### src/design/itrt_pkg.sv
package itrt_pkg;

   localparam logic [6:0] MINUS_CODE   = 7'h2D;
   localparam logic [6:0] ZERO_CODE    = 7'h30;
   localparam logic [6:0] LETTER_CODE  = 7'h41;
   localparam logic [5:0] DECIMAL_BASE = 6'd10;
   localparam logic [5:0] MIN_RADIX    = 6'd2;
   localparam logic [5:0] MAX_RADIX    = 6'd36;

   // per-item info that travels beside the magnitude
   typedef struct packed {
      logic [5:0] radix;
      logic       minus;
      logic       bad;
   } job_info_type;

   localparam int INFO_BITS = $bits(job_info_type);

   typedef enum logic [2:0] {
      B_IDLE,
      B_ERR,
      B_DIV,
      B_SIGN,
      B_READ,
      B_EMIT
   } back_state_type;

   // digit value to uppercase ascii glyph
   function automatic logic [6:0] digit_glyph(input logic [5:0] digit);
      logic [6:0] code;
      if (digit < 6'd10) begin
         code = ZERO_CODE + {1'b0, digit};
      end else begin
         code = LETTER_CODE + {1'b0, digit} - 7'd10;
      end
      return code;
   endfunction

endpackage

### src/design/integer_to_radix_text_top.sv
// each of the D digits comes from the bit-serial divider; after the divider, a sign step
// sends a leading '-' (decimal only), then each character is read from the digit memory
// and then emitted; an output stall holds the sign step and each character
// the back end finishes one item before it takes the next; a bad radix gives one error char;
// a two-entry queue takes new items while the back end works
// reset is synchronous, active high, clears control state; digit memory is not cleared
module integer_to_radix_text_top
   import itrt_pkg::*;
#(
   parameter int WORD_BITS = 32
) (
   input  logic                        clock,
   input  logic                        reset,
   input  logic                        req_valid,
   output logic                        req_stall,
   input  logic signed [WORD_BITS-1:0] req_value,
   input  logic [5:0]                  req_radix,
   output logic                        rsp_valid,
   input  logic                        rsp_stall,
   output logic [6:0]                  rsp_char_code,
   output logic                        rsp_last,
   output logic                        rsp_bad_radix
);

   localparam int JOB_BITS = WORD_BITS + INFO_BITS;

   logic                 queue_full;
   logic                 queue_empty;
   logic                 queue_pop;
   logic                 push_valid;
   logic [WORD_BITS-1:0] push_mag;
   job_info_type         push_info;
   logic [JOB_BITS-1:0]  pop_data;
   job_info_type         pop_info;

   // accept and classify
   itrt_front #(
      .WORD_BITS (WORD_BITS)
   ) u_front (
      .req_valid  (req_valid),
      .req_value  (req_value),
      .req_radix  (req_radix),
      .queue_full (queue_full),
      .req_stall  (req_stall),
      .push_valid (push_valid),
      .push_mag   (push_mag),
      .push_info  (push_info)
   );

   // decoupling queue
   itrt_queue #(
      .DATA_BITS (JOB_BITS)
   ) u_queue (
      .clock     (clock),
      .reset     (reset),
      .push      (push_valid),
      .push_data ({push_mag, push_info}),
      .pop       (queue_pop),
      .pop_data  (pop_data),
      .full      (queue_full),
      .empty     (queue_empty)
   );

   assign pop_info = job_info_type'(pop_data[INFO_BITS-1:0]);

   // divide and emit
   itrt_back #(
      .WORD_BITS (WORD_BITS)
   ) u_back (
      .clock         (clock),
      .reset         (reset),
      .queue_empty   (queue_empty),
      .job_mag       (pop_data[JOB_BITS-1:INFO_BITS]),
      .job_info      (pop_info),
      .queue_pop     (queue_pop),
      .rsp_valid     (rsp_valid),
      .rsp_stall     (rsp_stall),
      .rsp_char_code (rsp_char_code),
      .rsp_last      (rsp_last),
      .rsp_bad_radix (rsp_bad_radix)
   );

endmodule

### src/design/itrt_ram.sv
module itrt_ram #(
   parameter int WIDTH = 6,
   parameter int DEPTH = 32
) (
   input  logic                     clock,
   input  logic                     wr_en,
   input  logic [$clog2(DEPTH)-1:0] wr_addr,
   input  logic [WIDTH-1:0]         wr_data,
   input  logic                     rd_en,
   input  logic [$clog2(DEPTH)-1:0] rd_addr,
   output logic [WIDTH-1:0]         rd_data
);

   logic [WIDTH-1:0] mem_ff [DEPTH];
   logic [WIDTH-1:0] rd_data_ff;

   // one write port, one registered read port
   always_ff @(posedge clock) begin
      if (wr_en) begin
         mem_ff[wr_addr] <= wr_data;
      end
      if (rd_en) begin
         rd_data_ff <= mem_ff[rd_addr];
      end
   end

   assign rd_data = rd_data_ff;

endmodule

### src/design/itrt_front.sv
module itrt_front
   import itrt_pkg::*;
#(
   parameter int WORD_BITS = 32
) (
   input  logic                        req_valid,
   input  logic signed [WORD_BITS-1:0] req_value,
   input  logic [5:0]                  req_radix,
   input  logic                        queue_full,
   output logic                        req_stall,
   output logic                        push_valid,
   output logic [WORD_BITS-1:0]        push_mag,
   output job_info_type                push_info
);

   logic negative;
   logic bad;

   // classify radix and sign
   assign negative = req_value[WORD_BITS-1];
   assign bad      = (req_radix < MIN_RADIX) || (req_radix > MAX_RADIX);

   // magnitude kept unsigned so the most negative value is exact
   assign push_mag = negative ? (~req_value + WORD_BITS'(1)) : req_value;

   assign push_info.radix = req_radix;
   assign push_info.minus = negative && (req_radix == DECIMAL_BASE) && !bad;
   assign push_info.bad   = bad;

   assign push_valid = req_valid && !queue_full;
   assign req_stall  = queue_full;

endmodule

### src/design/itrt_queue.sv
module itrt_queue #(
   parameter int DATA_BITS = 40
) (
   input  logic                 clock,
   input  logic                 reset,
   input  logic                 push,
   input  logic [DATA_BITS-1:0] push_data,
   input  logic                 pop,
   output logic [DATA_BITS-1:0] pop_data,
   output logic                 full,
   output logic                 empty
);

   logic [DATA_BITS-1:0] slot_ff [2];
   logic                 wr_ptr_ff, wr_ptr_in;
   logic                 rd_ptr_ff, rd_ptr_in;
   logic [1:0]           fill_ff, fill_in;

   assign full     = (fill_ff == 2'd2);
   assign empty    = (fill_ff == 2'd0);
   assign pop_data = slot_ff[rd_ptr_ff];

   // pointer and fill update
   always_comb begin
      wr_ptr_in = push ? !wr_ptr_ff : wr_ptr_ff;
      rd_ptr_in = pop ? !rd_ptr_ff : rd_ptr_ff;
      fill_in   = fill_ff + {1'b0, push} - {1'b0, pop};
   end

   always_ff @(posedge clock) begin
      if (reset) begin
         wr_ptr_ff <= 1'b0;
         rd_ptr_ff <= 1'b0;
         fill_ff   <= 2'd0;
      end else begin
         wr_ptr_ff <= wr_ptr_in;
         rd_ptr_ff <= rd_ptr_in;
         fill_ff   <= fill_in;
      end
   end

   // storage
   always_ff @(posedge clock) begin
      if (push) begin
         slot_ff[wr_ptr_ff] <= push_data;
      end
   end

endmodule

### src/design/itrt_back.sv
module itrt_back
   import itrt_pkg::*;
#(
   parameter int WORD_BITS = 32
) (
   input  logic                 clock,
   input  logic                 reset,
   input  logic                 queue_empty,
   input  logic [WORD_BITS-1:0] job_mag,
   input  job_info_type         job_info,
   output logic                 queue_pop,
   output logic                 rsp_valid,
   input  logic                 rsp_stall,
   output logic [6:0]           rsp_char_code,
   output logic                 rsp_last,
   output logic                 rsp_bad_radix
);

   localparam int IDX_BITS = $clog2(WORD_BITS);
   localparam int CNT_BITS = $clog2(WORD_BITS + 1);

   back_state_type        state_ff, state_in;
   logic [WORD_BITS-1:0]  quot_ff, quot_in;
   logic [5:0]            rem_ff, rem_in;
   logic [5:0]            radix_ff, radix_in;
   logic [IDX_BITS-1:0]   bit_ff, bit_in;
   logic [CNT_BITS-1:0]   count_ff, count_in;
   logic                  minus_ff, minus_in;
   logic                  rsp_valid_ff, rsp_valid_in;
   logic [6:0]            char_ff, char_in;
   logic                  last_ff, last_in;
   logic                  bad_ff, bad_in;

   logic [6:0]            shifted;
   logic                  take;
   logic [5:0]            rem_next;
   logic [WORD_BITS-1:0]  quot_next;
   logic                  digit_done;
   logic                  out_free;

   logic                  ram_wr_en;
   logic                  ram_rd_en;
   logic [IDX_BITS-1:0]   ram_rd_addr;
   logic [5:0]            ram_rd_data;

   // one restoring division step per cycle
   assign shifted    = {rem_ff, quot_ff[WORD_BITS-1]};
   assign take       = shifted >= {1'b0, radix_ff};
   assign rem_next   = take ? 6'(shifted - {1'b0, radix_ff}) : shifted[5:0];
   assign quot_next  = {quot_ff[WORD_BITS-2:0], take};
   assign digit_done = (bit_ff == IDX_BITS'(WORD_BITS - 1));
   assign out_free   = !rsp_valid_ff || !rsp_stall;

   // next state
   always_comb begin
      state_in = state_ff;
      case (state_ff)
         B_IDLE: begin
            if (!queue_empty) begin
               state_in = job_info.bad ? B_ERR : B_DIV;
            end
         end
         B_ERR: begin
            if (out_free) begin
               state_in = B_IDLE;
            end
         end
         B_DIV: begin
            if (digit_done && (quot_next == '0)) begin
               state_in = B_SIGN;
            end
         end
         B_SIGN: begin
            if (!minus_ff || out_free) begin
               state_in = B_READ;
            end
         end
         B_READ: begin
            state_in = B_EMIT;
         end
         B_EMIT: begin
            if (out_free) begin
               state_in = (count_ff == CNT_BITS'(1)) ? B_IDLE : B_READ;
            end
         end
         default: begin
            state_in = B_IDLE;
         end
      endcase
   end

   // datapath and output register control
   always_comb begin
      quot_in      = quot_ff;
      rem_in       = rem_ff;
      radix_in     = radix_ff;
      bit_in       = bit_ff;
      count_in     = count_ff;
      minus_in     = minus_ff;
      rsp_valid_in = rsp_valid_ff && rsp_stall;
      char_in      = char_ff;
      last_in      = last_ff;
      bad_in       = bad_ff;
      queue_pop    = 1'b0;
      ram_wr_en    = 1'b0;
      ram_rd_en    = 1'b0;
      ram_rd_addr  = IDX_BITS'(count_ff - CNT_BITS'(1));
      case (state_ff)
         B_IDLE: begin
            if (!queue_empty) begin
               queue_pop = 1'b1;
               quot_in   = job_mag;
               rem_in    = '0;
               radix_in  = job_info.radix;
               bit_in    = '0;
               count_in  = '0;
               minus_in  = job_info.minus;
            end
         end
         B_ERR: begin
            if (out_free) begin
               rsp_valid_in = 1'b1;
               char_in      = '0;
               last_in      = 1'b1;
               bad_in       = 1'b1;
            end
         end
         B_DIV: begin
            quot_in = quot_next;
            if (digit_done) begin
               ram_wr_en = 1'b1;
               rem_in    = '0;
               bit_in    = '0;
               count_in  = count_ff + CNT_BITS'(1);
            end else begin
               rem_in = rem_next;
               bit_in = bit_ff + IDX_BITS'(1);
            end
         end
         B_SIGN: begin
            if (minus_ff && out_free) begin
               rsp_valid_in = 1'b1;
               char_in      = MINUS_CODE;
               last_in      = 1'b0;
               bad_in       = 1'b0;
               minus_in     = 1'b0;
            end
         end
         B_READ: begin
            ram_rd_en = 1'b1;
         end
         B_EMIT: begin
            if (out_free) begin
               rsp_valid_in = 1'b1;
               char_in      = digit_glyph(ram_rd_data);
               last_in      = (count_ff == CNT_BITS'(1));
               bad_in       = 1'b0;
               count_in     = count_ff - CNT_BITS'(1);
            end
         end
         default: begin
         end
      endcase
   end

   always_ff @(posedge clock) begin
      if (reset) begin
         state_ff     <= B_IDLE;
         count_ff     <= '0;
         minus_ff     <= 1'b0;
         bit_ff       <= '0;
         rsp_valid_ff <= 1'b0;
      end else begin
         state_ff     <= state_in;
         count_ff     <= count_in;
         minus_ff     <= minus_in;
         bit_ff       <= bit_in;
         rsp_valid_ff <= rsp_valid_in;
      end
   end

   // payload registers
   always_ff @(posedge clock) begin
      quot_ff  <= quot_in;
      rem_ff   <= rem_in;
      radix_ff <= radix_in;
      char_ff  <= char_in;
      last_ff  <= last_in;
      bad_ff   <= bad_in;
   end

   // digit store, least significant digit at address zero
   itrt_ram #(
      .WIDTH (6),
      .DEPTH (WORD_BITS)
   ) u_digits (
      .clock   (clock),
      .wr_en   (ram_wr_en),
      .wr_addr (count_ff[IDX_BITS-1:0]),
      .wr_data (rem_next),
      .rd_en   (ram_rd_en),
      .rd_addr (ram_rd_addr),
      .rd_data (ram_rd_data)
   );

   assign rsp_valid     = rsp_valid_ff;
   assign rsp_char_code = char_ff;
   assign rsp_last      = last_ff;
   assign rsp_bad_radix = bad_ff;

endmodule

### config.mk
export PLATFORM = sky130hd
export DESIGN_NAME = integer_to_radix_text_top
export DESIGN_NICKNAME = d
export VERILOG_FILES = /design/src/design/itrt_pkg.sv /design/src/design/integer_to_radix_text_top.sv /design/src/design/itrt_ram.sv /design/src/design/itrt_front.sv /design/src/design/itrt_queue.sv /design/src/design/itrt_back.sv
export SDC_FILE = /design/constraint.sdc
export NUM_CORES = 1
export LEC_CHECK = 0
export ABC_AREA = 1
export BUFFER_PORTS_ARGS = -buffer_cell sky130_fd_sc_hd__buf_2
export CAP_MARGIN = 15
export CELL_PAD_IN_SITES_DETAIL_PLACEMENT = 0
export CELL_PAD_IN_SITES_GLOBAL_PLACEMENT = 1
export CORE_ASPECT_RATIO = 0.8
export CORE_MARGIN = 2
export CORE_UTILIZATION = 50
export CTS_CLUSTER_DIAMETER = 40
export DETAILED_ROUTE_END_ITERATION = 12
export GPL_TIMING_DRIVEN = 0
export HOLD_SLACK_MARGIN = 0.15
export PLACE_DENSITY_LB_ADDON = 0.08
export SYNTH_ARGS = -nofsm -noshare
export SYNTH_HDL_FRONTEND = slang
export SYNTH_SLANG_ARGS = --single-unit
### constraint.sdc
create_clock -name clock -period 3.64 [get_ports clock]
set_clock_uncertainty 0.2 [all_clocks]
set_input_delay 0.364 -clock clock [delete_from_list [all_inputs] [get_ports clock]]
set_output_delay 0.364 -clock clock [all_outputs]
set_load 0.01 [all_outputs]
== Word-level counts from Yosys, hierarchy flattened ==
Memory sizes are Yosys's and may differ from the RTL's. A register that Yosys moved wholly into a read port is not among the register bits.
Cells that the tools add are included.
Storage, ports and cells
  bits in registers: 73
  bits in writable memories: 272
  logic and storage cells: 126
  memories kept: 2
Cells by class
  add/sub/neg operators: 10
  magnitude comparators: 4
  equal/unequal tests: 16
  multiplexer cells: 48
  bitwise operators: 2
  reductions and logical operators: 30
Memory list
  u_back.u_digits.mem_ff: words 32, width 6, rd ports 1, clocked after Yosys merged registers in 1, write ports 1, RTL line itrt_ram.sv:14  | logic [WIDTH-1:0] mem_ff [DEPTH];
  u_queue.slot_ff: words 2, width 40, rd ports 1, clocked after Yosys merged registers in 1, write ports 1, RTL line itrt_queue.sv:14  | logic [DATA_BITS-1:0] slot_ff [2];
Operators by type and width (count)
  two-way mux 32 bit: 2
  case mux 32 bit (2 select lines): 1
  adder 32 x 2 -> 32 bit (second input constant): 1
  zero test 32 bit: 1
  NOT 32 bit: 1
  two-way mux 6 bit: 5
  two-way mux 7 bit: 4
  case mux 7 bit (3 select lines): 1
  two-way mux 1 bit: 18
  two-way mux 3 bit: 6
  case mux 3 bit (6 select lines): 1
  case mux 6 bit (3 select lines): 1
  inequality test 2 x 1 -> 1 bit (second input constant): 6
  case mux 6 bit (2 select lines): 1
  two-way mux 5 bit: 2
  case mux 5 bit (2 select lines): 1
  AND reduction 4 bit: 2
  adder 6 x 6 -> 7 bit (first input constant): 1
  adder 7 x 6 -> 7 bit (first input constant): 1
  greater-or-equal comparator 7 x 6 -> 1 bit: 1
  zero test 1 bit: 7
  subtractor 7 x 4 -> 7 bit (second input constant): 1
  adder 6 x 1 -> 6 bit (second input constant): 1
  equality test 3 x 2 -> 1 bit (second input constant): 2
  other kinds (29): 42

== Longest topological paths before layout ==
  word-level depth: 5
  mapped depth: 15

== Hierarchy ==
A second synthesis with hierarchy kept.
Second synthesis, totals
  cells, all modules: 1545
  area total of the unflattened synthesis: 16359.4 µm²
Modules (own cells, without submodules)
  itrt_ram: times used 1, cells each 704, area each 8137.8 µm², seq. area each 5945.7 µm²
  itrt_back: times used 1, cells each 449, area each 3838.7 µm², seq. area each 1911.8 µm²
  itrt_queue: times used 1, cells each 155, area each 3121.7 µm², seq. area each 2502.4 µm²
  itrt_front: times used 1, cells each 237, area each 1261.2 µm², seq. area each 0.0 µm²

== Least setup slack after synthesis ==
OpenSTA, ideal clock, no wires.
  kind: register to register
  from: register u_back.quot_ff[31]
  to: memory u_back.u_digits.mem_ff[0][4] (data pin)
  library setup time: 460 ps
  data arrival time: 2560 ps
  required time: 2980 ps
  slack: 420 ps
  stages on the path, launching flop included: 9
  path buffers: 0
  clock period less this slack: 3220 ps
  cell sequence: edfxtp_1 -> inv_1 -> ha_1 -> inv_1 -> fa_1 -> nand3_1 -> nand2_1 -> xnor2_1 -> o21ai_0
On the way
  word-level cells in the longest chain between the ends: 2
RTL lines
  from (decl): RTL line itrt_back.sv:23  | logic [WORD_BITS-1:0] quot_ff, quot_in;
  from (signal assigned): RTL line itrt_back.sv:184  | quot_ff <= quot_in;
  subtractor 6 bit or greater-or-equal comparator 7 x 6 -> 1 bit (tied branches): RTL line itrt_back.sv:49, itrt_back.sv:48
  two-way mux 6 bit *: RTL line itrt_back.sv:49  | assign rem_next = take ? 6'(shifted - {1'b0, radix_ff}) : shifted[5:0];
  via u_back.rem_next[4]: RTL line itrt_back.sv:36  | logic [5:0] rem_next;
  to (decl): RTL line itrt_ram.sv:14
Mark *: on every way through the listed nets, which the timed path passes. The rest lies on a longest branch.

== Final worst setup path ==
  from: register u_back.count_ff[0]
  to: register u_back.u_digits.rd_data_ff[3] (netlist: u_back.u_digits.rd_data[3]), read port of u_back.u_digits.mem_ff (data pin)
On the way
  word-level cells in the longest chain between the ends: 1
RTL lines
  from (decl): RTL line itrt_back.sv:27  | logic [CNT_BITS-1:0] count_ff, count_in;
  from (signal assigned): RTL line itrt_back.sv:175  | count_ff <= count_in;
  subtractor 6 x 1 -> 6 bit: RTL line itrt_back.sv:107  | ram_rd_addr = IDX_BITS'(count_ff - CNT_BITS'(1));
  to (decl): RTL line itrt_ram.sv:15  | logic [WIDTH-1:0] rd_data_ff;
Every way passes these cells.
A chain may end at the register's enable or synchronous reset.

==> results.yml <==
setup_path:
  cp.required_ps: 3710
  crit_fanout: 12
  r2r_slack_ps: 150
  r2r_start: "u_back.count_ff[0]"
  cp-start-kind: "register"
  cp-end-kind: "register"
  cp.arrival_ps: 3560
  reg2reg_to: "u_back.u_digits.rd_data[3]"
  worstRegToRegCells: 14
  critPathKind: "register to register"
die:
  die_height_um: 162
  num_io_pins: 53
  fp-row-count: 57
  fp.dieW_um: 202
  initial_utilization: 0.513
  die_area_sq_um: 32800
  core_area_sq_um: 30600
power:
  p_int_w: 0.0106
  pwr-share-seq: 0.385
  p_clk_frac: 0.248
  ir_worst_vdd_mv: 0.591
  p_per_area_nw_per_um2: 921
  p_sw_w: 0.00645
  p_sw_frac: 0.379
  power_leakage_nw: 6.74
  comb_power_share: 0.367
sta:
  max_slew_margin: 0.226
  hold_violations: 0
  post-route-period-util: 0.959
  final.setup.worst_slack_ps: 147
  setup_viol: 0
  rsz0062_at_grt: "false"
  fin_crit_ps: 3490
  max_freq_mhz: 286
  worst_pin_slew_ps: 1160
  finalMaxSlewViolations: 0
clock_network:
  cts_tree: "built"
  cts_setup_buffers: 0
  cts_buffer_depth: 3
  worstSkewPairLatency_ps: 530
  cts_htree_levels: 2
  clkSinkCount: 352
  root_buffer: "clkbuf_16"
  cts_inserted_buffers: 44
  clk_pin_slew_ps: 60
logic_synthesis:
  yosys_warnings: 0
  synth_top_area_share: 0.633
  seq_area_frac_synth: 0.660
  synthTopCellsByArea: "edfxtp_1, nor2_1, nand2_1"
  syn-num-nets: 1541
  synth_cell_types: 41
  syn_inst: 1480
  yosys.area.top_type: "edfxtp_1"
  synth_top_flop_cell: "edfxtp_1"
  synth-seq-cells: 352
  avgSynthCellArea_sq_um: 10.6
  syn_area_sq_um: 15700
  async_flop_share: 0
  synth-edff-count: 331
worst_hold_path:
  hold_path_depth: 3
  holdPathEnd: "u_queue.slot_ff[1][28]"
  min_path_type: "input port to register"
  hp-start: "req_value[20]"
detailed_routing:
  vias: 11300
  ant_nets: 0
  drt-wirelength-per-cell_um: 19.5
  drc: 0
  drt-met1-wl_mm: 19.7
  wl_met3_mm: 4.01
  via_per_inst: 5.48
  top_layer: "met4"
  wl_met2_mm: 16.2
  wirelength_mm: 40.3
  detail_route.iter0.violations: 1150
  drtPass1Iterations: 5
layout:
  regArea_sq_um: 10400
  diodes: 0
  utilization: 0.603
  multi_input_area_sq_um: 4740
  drive_above_1_share: 0.113
  nFillCells: 2562
  nets: 1680
  areaGrowthSynthToFinish_pct: 17.6
global_route:
  grt_pass1_vias: 10600
  grt_antenna_before_repair: 0
  grt_max_degree: 38
  track_usage: 0.249
  grt_pass1_wl_mm: 61.6
  overflow: 0
placed_design:
  io_buffer_count: 51
  dp_slack_ps: -208
  dp_hpwl_mm: 28.3
  gp_congestion: 0.882
outcome:
  outcome: "finished clean"
job:
  maxCapViolations: 0
-- final cells by class --
| class | instances | area share |
|---|---|---|
| sequential | 352 | 0.561 |
| clock buffer | 50 | 0.0620 |
| buffer | 63 | 0.0156 |
| inverter | 96 | 0.0195 |
| tap | 413 | 0.0280 |
| multi-input combinational | 969 | 0.257 |
| timing repair buffer | 93 | 0.0412 |
| clock inverter | 29 | 0.0154 |
-- stage by stage --
| step | setup TNS, ps | power, W | hold WS [ps] | cell area [sq um] | std cells |
|---|---|---|---|---|---|
| after detailed placement | -1030 | 0.0126 | 243 | 16600 | 1951 |
| after floorplan | 0 | 0.0100 | 226 | 15700 | 1480 |
| after global routing | 0 | 0.0179 | 207 | 18500 | 2065 |
| after CTS | 0 | 0.0169 | 155 | 18400 | 2064 |
| final | 0 | 0.0170 | 167 | 18500 | 2065 |
| after global placement | -82070 | 0.0121 | 238 | 16500 | 1944 |
-- worst max path at each step --
| stage | endpoint | slack, ps | from | cells after the start |
|---|---|---|---|---|
| global route | u_back.u_digits.rd_data[3] | 1 | u_back.count_ff[0] | 13 |
| detailed placement | u_back.u_digits.rd_data[5] | -210 | u_back.count_ff[0] | 11 |
| global placement | u_back.u_digits.mem_ff[21][4] | -1300 | u_back.quot_ff[31] | 8 |
| floorplan | u_back.u_digits.mem_ff[0][4] | 420 | u_back.quot_ff[31] | 8 |
| CTS | u_back.u_digits.rd_data[0] | 20 | u_back.count_ff[0] | 11 |
| finish | u_back.u_digits.rd_data[3] | 150 | u_back.count_ff[0] | 14 |
-- routing by layer --
metal | up-vias | track usage
met4 | 0 | 0.0485
li1 | 5443 | -
met1 | 5390 | 0.398
met3 | 43 | 0.0576
met2 | 446 | 0.346
met5 | - | 0
-- what timing repair did --
action	CTS	global route
gates resized for setup	1	14
endpoints found under the hold margin	73	0
hold buffers	34	0
endpoints found under the setup margin	6	6
-- cells by family (layout without fill, tap and decap cells) --
family,Yosys count,after routing,synth area share
XOR/XNOR,31,31,0.0178
adder cells (fa/ha/maj),19,19,0.0156
flip-flops,352,352,0.660
AO/OA/AOI/OAI,265,265,0.0961
AND/OR/NAND/NOR,654,654,0.170
buffers and inverters,159,331,0.0401
-- worst max-delay path, stage by stage (launching register included) --
cell and delay [ps]:
dfxtp_1 360, clkbuf_4 230, inv_2 110, buf_2 230, clkbuf_4 250, ha_1 310, buf_2 210, clkbuf_4 250
clkbuf_4 260, nor2_1 70, o21ai_0 120, o211ai_1 180, nand3_1 160, nand3_1 80, and2_1 190
-- cells in the mapped netlist, drive strengths merged, types with 26 or more instances --
library cell / n
buf: 26
nand2: 223
o21ai: 150
clkbuf: 37
a31oi: 34
nor2: 319
edfxtp: 331
inv: 95
nand3: 74
xor2: 27
a21oi: 27
o211ai: 49
-- placed cells by master (no fill, tap or decap), types with 5 or more instances in the layout --
cell           Yosys  routed
o21ai_1            7       7
a21oi_1           27      27
clkbuf_4           0       5
nand3_1           74      73
inv_2              8       8
buf_2             23      69
clkinv_2           0       6
nor3_1            13      13
clkbuf_16          0      45
nand2_1          222     221
clkinvlp_4         0       7
clkbuf_1          37      38
xor2_1            27      27
nor2_1           316     314
dlygate4sd3_1      0      34
dfxtp_1           21      21
edfxtp_1         331     331
o211ai_1          49      49
a31oi_1           34      34
ha_1              18      18
o21ai_0          142     141
and2_1             7       7
clkbuf_2           0       5
inv_1             87      87
-- power groups by stage --
| stage | combinational (W) | clock (W) | sequential [W] |
|---|---|---|---|
| 6_report | 0.00624 | 0.00422 | 0.00654 |
| 5_1_grt | 0.00681 | 0.00445 | 0.00661 |
| 4_1_cts | 0.00606 | 0.00428 | 0.00655 |
| 3_5_place_dp | 0.00601 | 0 | 0.00663 |
| 3_3_place_gp | 0.00546 | 0 | 0.00664 |
| 2_1_floorplan | 0.00341 | 0 | 0.00659 |
-- flip-flops by register name (all words and copies together), names as in the netlist, 2 cells and up, named ones only --
signal and cells:
u_back.rem_ff 6, u_back.u_digits.rd_data 6, u_back.count_ff 6, u_back.radix_ff 6, u_back.bit_ff 5, u_back.u_digits.mem_ff 192
u_back.state_ff 3, u_queue.fill_ff 2, u_back.rsp_char_code 7, u_back.quot_ff 32, u_queue.slot_ff 80
Note: power is estimated with default switching activity, not from simulation.
